## src/sv/kpte_pkg.sv

```systemverilog
// ----------------------------------------------------------------------------
// kpte_pkg
// Shared types, key codes and lookup functions for two-key text entry.
// ----------------------------------------------------------------------------
package kpte_pkg;

    localparam int BITMAP_W = 12;
    localparam int KEY_W    = 4;
    localparam int VALUE_W  = 7;

    // key codes: 0..9 digits, then '*' and '#'
    localparam logic [KEY_W-1:0] KEY_STAR = 4'd10;
    localparam logic [KEY_W-1:0] KEY_HASH = 4'd11;

    // command kinds
    localparam logic CMD_WRITE = 1'b0;
    localparam logic CMD_ADDR  = 1'b1;

    // display addresses
    localparam logic [VALUE_W-1:0] HOME_ADDR     = 7'h00;
    localparam logic [VALUE_W-1:0] LINE_TWO      = 7'h40;
    localparam logic [VALUE_W-1:0] LINE_COL_MASK = 7'h0F;
    localparam logic [VALUE_W-1:0] LINE_ONE_END  = 7'h10;
    localparam logic [VALUE_W-1:0] LINE_TWO_END  = 7'h50;

    localparam logic [VALUE_W-1:0] CHAR_ZERO  = 7'h30;
    localparam logic [VALUE_W-1:0] CHAR_STAR  = 7'h2A;
    localparam logic [VALUE_W-1:0] CHAR_HASH  = 7'h23;
    localparam logic [VALUE_W-1:0] CHAR_SPACE = 7'h20;
    localparam logic [VALUE_W-1:0] CASE_DELTA = 7'h20;

    typedef struct packed {
        logic               kind;
        logic [VALUE_W-1:0] value;
        logic               last;
    } cmd_t;

    // highest set bit wins; bit 0 ('#') only when nothing above is set
    function automatic logic [KEY_W-1:0] encode_key(input logic [BITMAP_W-1:0] bm);
        logic [KEY_W-1:0] k;
        priority casez (bm)
            12'b1???????????: k = 4'd1;
            12'b01??????????: k = 4'd2;
            12'b001?????????: k = 4'd3;
            12'b0001????????: k = 4'd4;
            12'b00001???????: k = 4'd5;
            12'b000001??????: k = 4'd6;
            12'b0000001?????: k = 4'd7;
            12'b00000001????: k = 4'd8;
            12'b000000001???: k = 4'd9;
            12'b0000000001??: k = KEY_STAR;
            12'b00000000001?: k = 4'd0;
            default:          k = KEY_HASH;
        endcase
        return k;
    endfunction

    // upper-case first letter of letter keys 2..9 (index = key - 2)
    function automatic logic [VALUE_W-1:0] letter_base(input logic [2:0] idx);
        logic [VALUE_W-1:0] b;
        unique case (idx)
            3'd0: b = 7'h41; // A
            3'd1: b = 7'h44; // D
            3'd2: b = 7'h47; // G
            3'd3: b = 7'h4A; // J
            3'd4: b = 7'h4D; // M
            3'd5: b = 7'h50; // P
            3'd6: b = 7'h54; // T
            default: b = 7'h57; // W
        endcase
        return b;
    endfunction

    // letters per case: four on keys 7 and 9
    function automatic logic [KEY_W-1:0] letter_count(input logic [2:0] idx);
        return (idx == 3'd5 || idx == 3'd7) ? 4'd4 : 4'd3;
    endfunction

endpackage

```

## src/sv/keypad_two_key_text_entry.sv

```systemverilog
// ----------------------------------------------------------------------------
// keypad_two_key_text_entry
// Pairs keypad presses into character writes and cursor moves for a two-line
// character display, with a two-entry command queue on the output.
// ----------------------------------------------------------------------------
// A press is accepted in any cycle in which the output queue will have room
// for two commands: when it is empty, or holds one command that is being taken
// in that cycle. Decoding and the cursor update finish in the accepting cycle,
// and the commands appear on the output from the next cycle on, one per cycle
// while out_ready is high. A press yields zero, one or two commands; one that
// yields two holds off the next press until its second command is taken;
// while out_ready is high and each press gives at most one command, the block
// takes one press per cycle. An all-zero bitmap is accepted and dropped.
module keypad_two_key_text_entry
(
    input  logic                         clk,
    input  logic                         rst_n,
    input  logic                         in_valid,
    output logic                         in_ready,
    input  logic [kpte_pkg::BITMAP_W-1:0] key_bitmap,
    output logic                         out_valid,
    input  logic                         out_ready,
    output logic                         cmd_kind,
    output logic [kpte_pkg::VALUE_W-1:0] cmd_value,
    output logic                         last_of_run
);
    import kpte_pkg::*;

    logic               pending_reg, pending_next;
    logic [KEY_W-1:0]   first_key_reg, first_key_next;
    logic [VALUE_W-1:0] cursor_reg, cursor_next;
    cmd_t               queue_reg [2];
    cmd_t               queue_next [2];
    logic [1:0]         count_reg, count_next;

    logic [KEY_W-1:0]   k2;
    logic [2:0]         lidx;
    logic [VALUE_W-1:0] base;
    logic [KEY_W-1:0]   cnt;
    logic               press;
    logic               pop;
    logic               wrote, moved;
    logic [VALUE_W-1:0] ch, new_cur, inc;
    logic [1:0]         n_res;
    cmd_t               r0, r1;
    logic [1:0]         count_pop;

    assign in_ready  = (count_reg == 2'd0) || (count_reg == 2'd1 && out_ready);
    assign out_valid = (count_reg != 2'd0);
    assign pop       = out_valid && out_ready;
    assign press     = in_valid && in_ready && (key_bitmap != '0);

    assign cmd_kind    = queue_reg[0].kind;
    assign cmd_value   = queue_reg[0].value;
    assign last_of_run = queue_reg[0].last;

    assign k2   = encode_key(key_bitmap);
    assign lidx = 3'(first_key_reg - 4'd2);
    assign base = letter_base(lidx);
    assign cnt  = letter_count(lidx);
    assign inc  = cursor_reg + 7'd1;

    // pair decode
    always_comb
    begin
        wrote   = 1'b0;
        moved   = 1'b0;
        ch      = '0;
        new_cur = cursor_reg;
        if (first_key_reg >= 4'd2 && first_key_reg <= 4'd9)
        begin
            if (k2 >= 4'd1 && k2 <= cnt)
            begin
                wrote = 1'b1;
                ch    = base + {3'b000, k2} - 7'd1;
            end
            else if (k2 > cnt && k2 <= (cnt << 1) && k2 <= 4'd9)
            begin
                wrote = 1'b1;
                ch    = base + CASE_DELTA + {3'b000, k2} - {3'b000, cnt} - 7'd1;
            end
        end
        else if (first_key_reg == KEY_HASH)
        begin
            wrote = 1'b1;
            if (k2 <= 4'd9)
                ch = CHAR_ZERO + {3'b000, k2};
            else if (k2 == KEY_STAR)
                ch = CHAR_STAR;
            else
                ch = CHAR_HASH;
        end
        else if (first_key_reg == KEY_STAR)
        begin
            unique case (k2)
                4'd1:
                begin
                    moved   = 1'b1;
                    new_cur = HOME_ADDR;
                end
                4'd2:
                begin
                    moved   = 1'b1;
                    new_cur = cursor_reg & LINE_COL_MASK;
                end
                4'd4:
                begin
                    // left is blocked at the start of either line
                    moved   = (cursor_reg != HOME_ADDR) && (cursor_reg != LINE_TWO);
                    new_cur = cursor_reg - 7'd1;
                end
                4'd5:
                begin
                    wrote = 1'b1;
                    ch    = CHAR_SPACE;
                end
                4'd6:
                begin
                    // right is blocked at the last column
                    moved   = (cursor_reg & LINE_COL_MASK) != LINE_COL_MASK;
                    new_cur = inc;
                end
                4'd8:
                begin
                    moved   = 1'b1;
                    new_cur = (cursor_reg & LINE_COL_MASK) | LINE_TWO;
                end
                4'd9:
                begin
                    moved   = 1'b1;
                    new_cur = LINE_TWO;
                end
                default:
                begin
                    moved = 1'b0;
                end
            endcase
        end
    end

    // state update and commands for this press
    always_comb
    begin
        pending_next   = pending_reg;
        first_key_next = first_key_reg;
        cursor_next    = cursor_reg;
        n_res          = 2'd0;
        r0             = '{kind: CMD_WRITE, value: ch, last: 1'b1};
        r1             = '{kind: CMD_ADDR, value: cursor_reg, last: 1'b1};
        if (press)
        begin
            if (!pending_reg)
            begin
                pending_next   = 1'b1;
                first_key_next = k2;
            end
            else
            begin
                pending_next = 1'b0;
                if (wrote)
                begin
                    if (inc == LINE_ONE_END || inc == LINE_TWO_END)
                    begin
                        // end of line: cursor stays, address re-sent
                        n_res       = 2'd2;
                        r0.last     = 1'b0;
                        cursor_next = cursor_reg;
                    end
                    else
                    begin
                        n_res       = 2'd1;
                        cursor_next = inc;
                    end
                end
                else if (moved)
                begin
                    n_res       = 2'd1;
                    r0          = '{kind: CMD_ADDR, value: new_cur, last: 1'b1};
                    cursor_next = new_cur;
                end
            end
        end
    end

    // output queue
    always_comb
    begin
        queue_next[0] = queue_reg[0];
        queue_next[1] = queue_reg[1];
        count_pop     = count_reg;
        if (pop)
        begin
            queue_next[0] = queue_reg[1];
            count_pop     = count_reg - 2'd1;
        end
        if (n_res != 2'd0)
        begin
            if (count_pop == 2'd0)
            begin
                queue_next[0] = r0;
                queue_next[1] = r1;
            end
            else
            begin
                queue_next[1] = r0;
            end
        end
        count_next = count_pop + n_res;
    end

    always_ff @(posedge clk or negedge rst_n)
    begin
        if (!rst_n)
        begin
            pending_reg   <= 1'b0;
            first_key_reg <= '0;
            cursor_reg    <= HOME_ADDR;
            count_reg     <= 2'd0;
        end
        else
        begin
            pending_reg   <= pending_next;
            first_key_reg <= first_key_next;
            cursor_reg    <= cursor_next;
            count_reg     <= count_next;
        end
    end

    always_ff @(posedge clk)
    begin
        queue_reg[0] <= queue_next[0];
        queue_reg[1] <= queue_next[1];
    end

endmodule

```

## config.mk

```make
export PLATFORM = sky130hd
export DESIGN_NAME = keypad_two_key_text_entry
export DESIGN_NICKNAME = d
export VERILOG_FILES = /design/src/sv/kpte_pkg.sv /design/src/sv/keypad_two_key_text_entry.sv
export SDC_FILE = /design/constraint.sdc
export NUM_CORES = 1
export LEC_CHECK = 0
export CAP_MARGIN = 20
export CORE_ASPECT_RATIO = 0.75
export CORE_MARGIN = 2
export CORE_UTILIZATION = 44
export DETAILED_ROUTE_END_ITERATION = 12
export DONT_BUFFER_PORTS = 1
export MAX_ROUTING_LAYER = met4
export SLEW_MARGIN = 20
export SYNTH_ARGS = -nofsm -noshare
export SYNTH_HDL_FRONTEND = slang
export SYNTH_SLANG_ARGS = --single-unit
export TNS_END_PERCENT = 100
```

## constraint.sdc

```tcl
create_clock -name clk -period 3.2 [get_ports clk]
set_clock_uncertainty 0.15 [all_clocks]
set_input_delay 0.64 -clock clk [delete_from_list [all_inputs] [get_ports clk]]
set_output_delay 0.64 -clock clk [all_outputs]
set_load 0.01 [all_outputs]
```

**Word level (Yosys, flattened, before mapping)**

Memory sizes are Yosys's and may differ from the RTL's.
Cells that the tools add are included.
Widths: inputs -> output; s select.

- Memories: 1
- Flip-flop bits (word level): 14
- Logic and storage cells: 126
- Input port bits: 16
- Bits in writable memories: 18

Memories:

| memory | words | width | rd ports | clocked after Yosys merged registers in | wr ports | line | RTL |
|---|---|---|---|---|---|---|---|
| queue_reg | 2 | 9 | 2 | 0 | 2 | keypad_two_key_text_entry.sv:32 | `cmd_t queue_reg [2];` |

- Equality and inequality tests: 33
- Add/sub/neg operators: 12
- Magnitude comparators: 7
- Multiplexer cells: 45
- Reduce and logical (&&, ||, !) cells: 23
- Bitwise operators: 1

Operators with widths:

| operator | number |
|---|---|
| $mux 7 | 11 |
| $mux 9 | 6 |
| $pmux 4 s11 | 1 |
| $pmux 7 s6 | 1 |
| $pmux 5 s7 | 1 |
| $sub 7x1->7 const B | 3 |
| $eq 4x4->1 const B | 5 |
| $mux 18 | 1 |
| $add 7x4->7 | 2 |
| $mux 1 | 13 |
| $eq 3x3->1 const B | 4 |
| $eq 4x3->1 const B | 3 |
| $mux 6 | 2 |
| $reduce_bool 12->1 | 1 |
| $eq 11x1->1 const B | 1 |
| $eq 10x1->1 const B | 1 |
| $mux 2 | 5 |
| $eq 9x1->1 const B | 1 |
| $logic_and 1x1->1 | 9 |
| $eq 4x1->1 const B | 2 |
| $eq 8x1->1 const B | 1 |
| $le 4x4->1 const B | 2 |
| $mux 8 | 1 |
| $add 6x4->7 const A | 1 |
| 35 further kinds | 43 |

**Logic depth before layout (Yosys ltp)**

- Word-level depth: 16
- Gate-level depth with buffers: 18
- Depth with buffers taken out: 16

**Worst setup path before layout**

Ideal clock, no wire load.

- Kind: in2reg
- From: input key_bitmap[7] in the netlist's numbering
- To: memory queue_reg[0][15] in the netlist's numbering, data pin
- Buffers on the path: 2
- Stages: 17
- Setup time: 0.269 ns
- Slack: -1.045 ns
- Arrival time: 3.826 ns
- Path through: buf_6 or4_1 buf_2 nor2_1 nand3_1 o21ai_0 inv_1 fa_1 inv_1 ha_1 fa_1 a21o_1 a21oi_1 xor2_1 nor3_1 o22ai_1 o21ai_0

RTL lines:

| element | line | RTL |
|---|---|---|
| from (decl) | keypad_two_key_text_entry.sv:20 | `input logic [kpte_pkg::BITMAP_W-1:0] key_bitmap,` |
| to (decl) | keypad_two_key_text_entry.sv:32 |  |

==> results.txt <==
grt ovf -> 0
Worst-Skew Late Latency -> 0.30 ns
final setup vio count -> 35
R2R Setup Slk -> -0.03 ns
M2 GR Usage -> 39.0%
Setup crit start -> key_bitmap[7]
count leader, synth -> nand2_1
final setup margin -> -0.371 ns
ys flop type -> dfrtp_1
Largest register FFs -> 18
Tot GR Track Use -> 25.6%
register bit count reported by yosys -> 32
DRT antenna net count -> 0
worst setup path endpoint -> queue_reg[0][15]
syn_nets -> 443
first-pass GRT wire length -> 16400 microns
sequential area share after synthesis -> 23.8%
drt pass-1 iters -> 4
number of port buffers -> 0
CTS tree -> done
Tcrit/Tclk final -> 112%
setup repair after global routing missed its margin -> true
crit path time final -> 3.57 ns
Reg clk slew, reported paths -> 0.08 ns
DRT iter0 DRCs -> 194
routed len/inst -> 17.6 microns
Synth area leaders -> dfrtp_1, ha_1, edfxtp_1
core footprint -> 7360 sq um
initial antenna violation count -> 1
TNS Setup -> -7.45 ns
hpwl dp -> 7790 microns
P_leak -> 1.94 nW
Warnings, synthesis -> 0
CP max-delay cell -> or4_4
DP Cell Count -> 555
Max Cap Viol -> 0
WS Path Type -> in2reg
FFs w/ async S/R, synth -> 43.8%
Reg area -> 801 sq um
Yosys cell types -> 79
CTS Buffer Depth -> 2
CP startpoint kind -> input pin
GR Util met1 -> 36.5%
Req. time, crit path -> 3.10 ns
cell taking the most area after synthesis -> dfrtp_1
P&R area growth vs syn -> 34.1%
most frequent cells after synthesis -> nand2_1, inv_1, ha_1
post-synth design cell area -> 3360 sq um
Chip Width -> 105 microns
max-slew violations -> 0
Die Y -> 79.7 microns
RePlAce Congestion -> 0.946
critical path endpoint category -> flip-flop
total wire length -> 10100 microns
GR Util met3 -> 3.92%
vias in the first global route -> 3189
violated checks -> negative setup slack
drt drc -> 0
# fillers -> 650
FF-to-FF End -> count_reg[1]
CTS Buf Count -> 5
worst path cell trace -> or4_4 -> nor2_4 -> nand3_4 -> o21ai_4 -> inv_2 -> fa_1 -> inv_1 -> ha_2 -> fa_2 -> a21o_1 -> a21oi_2 -> xor2_1 -> nor3_2 -> o22ai_2 -> o21ai_1
Worst Path Arrival -> 3.47 ns
layout cells sized above 1 -> 36.0%
Site Rows -> 27
Fmax -> 280 MHz
VDD IR max -> 447 uV
status -> finished with violations
Hold WS -> 0.375 ns
root buf cell -> clkbuf_8
Mean Syn Cell Area -> 8.47 sq um
reg2reg start -> first_key_reg[1]
CP Max Fanout -> 9
Hold Path Class -> reg2reg
Tot Pwr -> 5.21 mW
CP max stage delay -> 0.55 ns
CTS H-tree lvls -> 2
Via density -> 5.66
Hold Vio Cnt, Final -> 0
number of top-level pins -> 27
GRT busiest layer -> met2
number of enable flip-flop cells after synthesis -> 9
Clock Sinks -> 32
worst reg-to-reg path cell count -> 15
area of the multi-input gates -> 2600 sq um
area share of the largest cell type after synthesis -> 10.4%
largest net degree at the start of global routing -> 16
post-route insts no fill -> 577
PD cells -> 1160 nW/um^2
slew margin rel. -> 51.0%
Initial Util -> 45.7%
Hold Path Stages -> 1
vias post-DR -> 3268
Die ar. -> 8370 sq um
synthesized instance count -> 397
Nets -> 520
Worst Tran Pin Value -> 0.732 ns
==> stage by stage <==
step           utilization, %  worst slack, ns  instance area (sq um)
6_report                 61.2           -0.371                   4510
5_1_grt                  61.2           -0.523                   4510
4_1_cts                  59.6           -0.328                   4390
3_5_place_dp             55.3           -0.706                   4080
3_3_place_gp             55.3           -0.648                   4080
2_1_floorplan               -           -0.662                   3460
==> power breakdown <==
| group | switching [mW] | internal [mW] |
|---|---|---|
| sequential | 0.119 | 0.601 |
| combinational | 1.99 | 2.10 |
| clock | 0.171 | 0.230 |
==> cell usage in the layout (no fill, tap or decap), drive strengths merged, types with 6 or more instances in the layout <==
master,netlist,final
xor2,7,7
nor2b,6,6
nand3,14,15
buf,17,96
o211ai,6,6
nor3,13,13
inv,29,29
nor2,24,24
o21ai,21,21
dfxtp,9,9
and2,5,6
ha,25,25
nand2,31,31
edfxtp,9,9
a21o,7,7
and3,7,7
mux2i,18,18
xnor2,8,8
nor4,7,7
dfrtp,14,14
a21oi,17,17
==> repair_timing <==
action	CTS	global route
buffers inserted	7	4
hold endpoints to repair	14	0
hold buffers	1	0
gates cloned	2	0
pin swaps	22	13
setup endpoints to repair	35	35
gates resized for setup	25	20
==> critical path, delay by kind of cell <==
kind            cells  cell delay [ns]
compound gates      5             0.67
xor+xnor            1             0.18
fa+ha+maj           3             1.02
buf+inv             2             0.11
simple gates        4             0.86
==> cell families (layout without fill, tap and decap cells) <==
| family | after synthesis | count (layout) | synth area share [%] |
|---|---|---|---|
| adder cells (fa/ha/maj) | 30 | 30 | 12.3 |
| AO/OA/AOI/OAI | 104 | 104 | 22.7 |
| AND/OR/NAND/NOR | 135 | 137 | 22.5 |
| other | 0 | 1 | 0 |
| buffers and inverters | 58 | 134 | 7.70 |
| XOR/XNOR | 15 | 15 | 3.91 |
| multiplexers | 23 | 23 | 7.14 |
| flip-flops | 32 | 32 | 23.8 |
==> final cells by class <==
type | count | share of cell area, %
sequential | 32 | 17.8
timing repair buffer | 97 | 16.9
tap | 101 | 2.80
inverter | 29 | 2.41
clock buffer | 5 | 1.53
multi-input combinational | 309 | 57.6
antenna | 1 | 0.0555
clock inverter | 3 | 0.943
==> how the worst min path moves through the flow <==
stage,startpoint,endpoint
floorplan,rst_n,count_reg[0]
global placement,rst_n,cursor_reg[2]
detailed placement,rst_n,cursor_reg[2]
CTS,pending_reg,pending_reg
global route,pending_reg,pending_reg
finish,pending_reg,pending_reg
==> routing by layer <==
layer | routed length (microns) | part of all wire (%)
met5 | 0 | 0
met1 | 5180 | 51
met4 | 49 | 0.48
met2 | 4500 | 44
met3 | 412 | 4.1
Power figures use the tool's default switching activity.
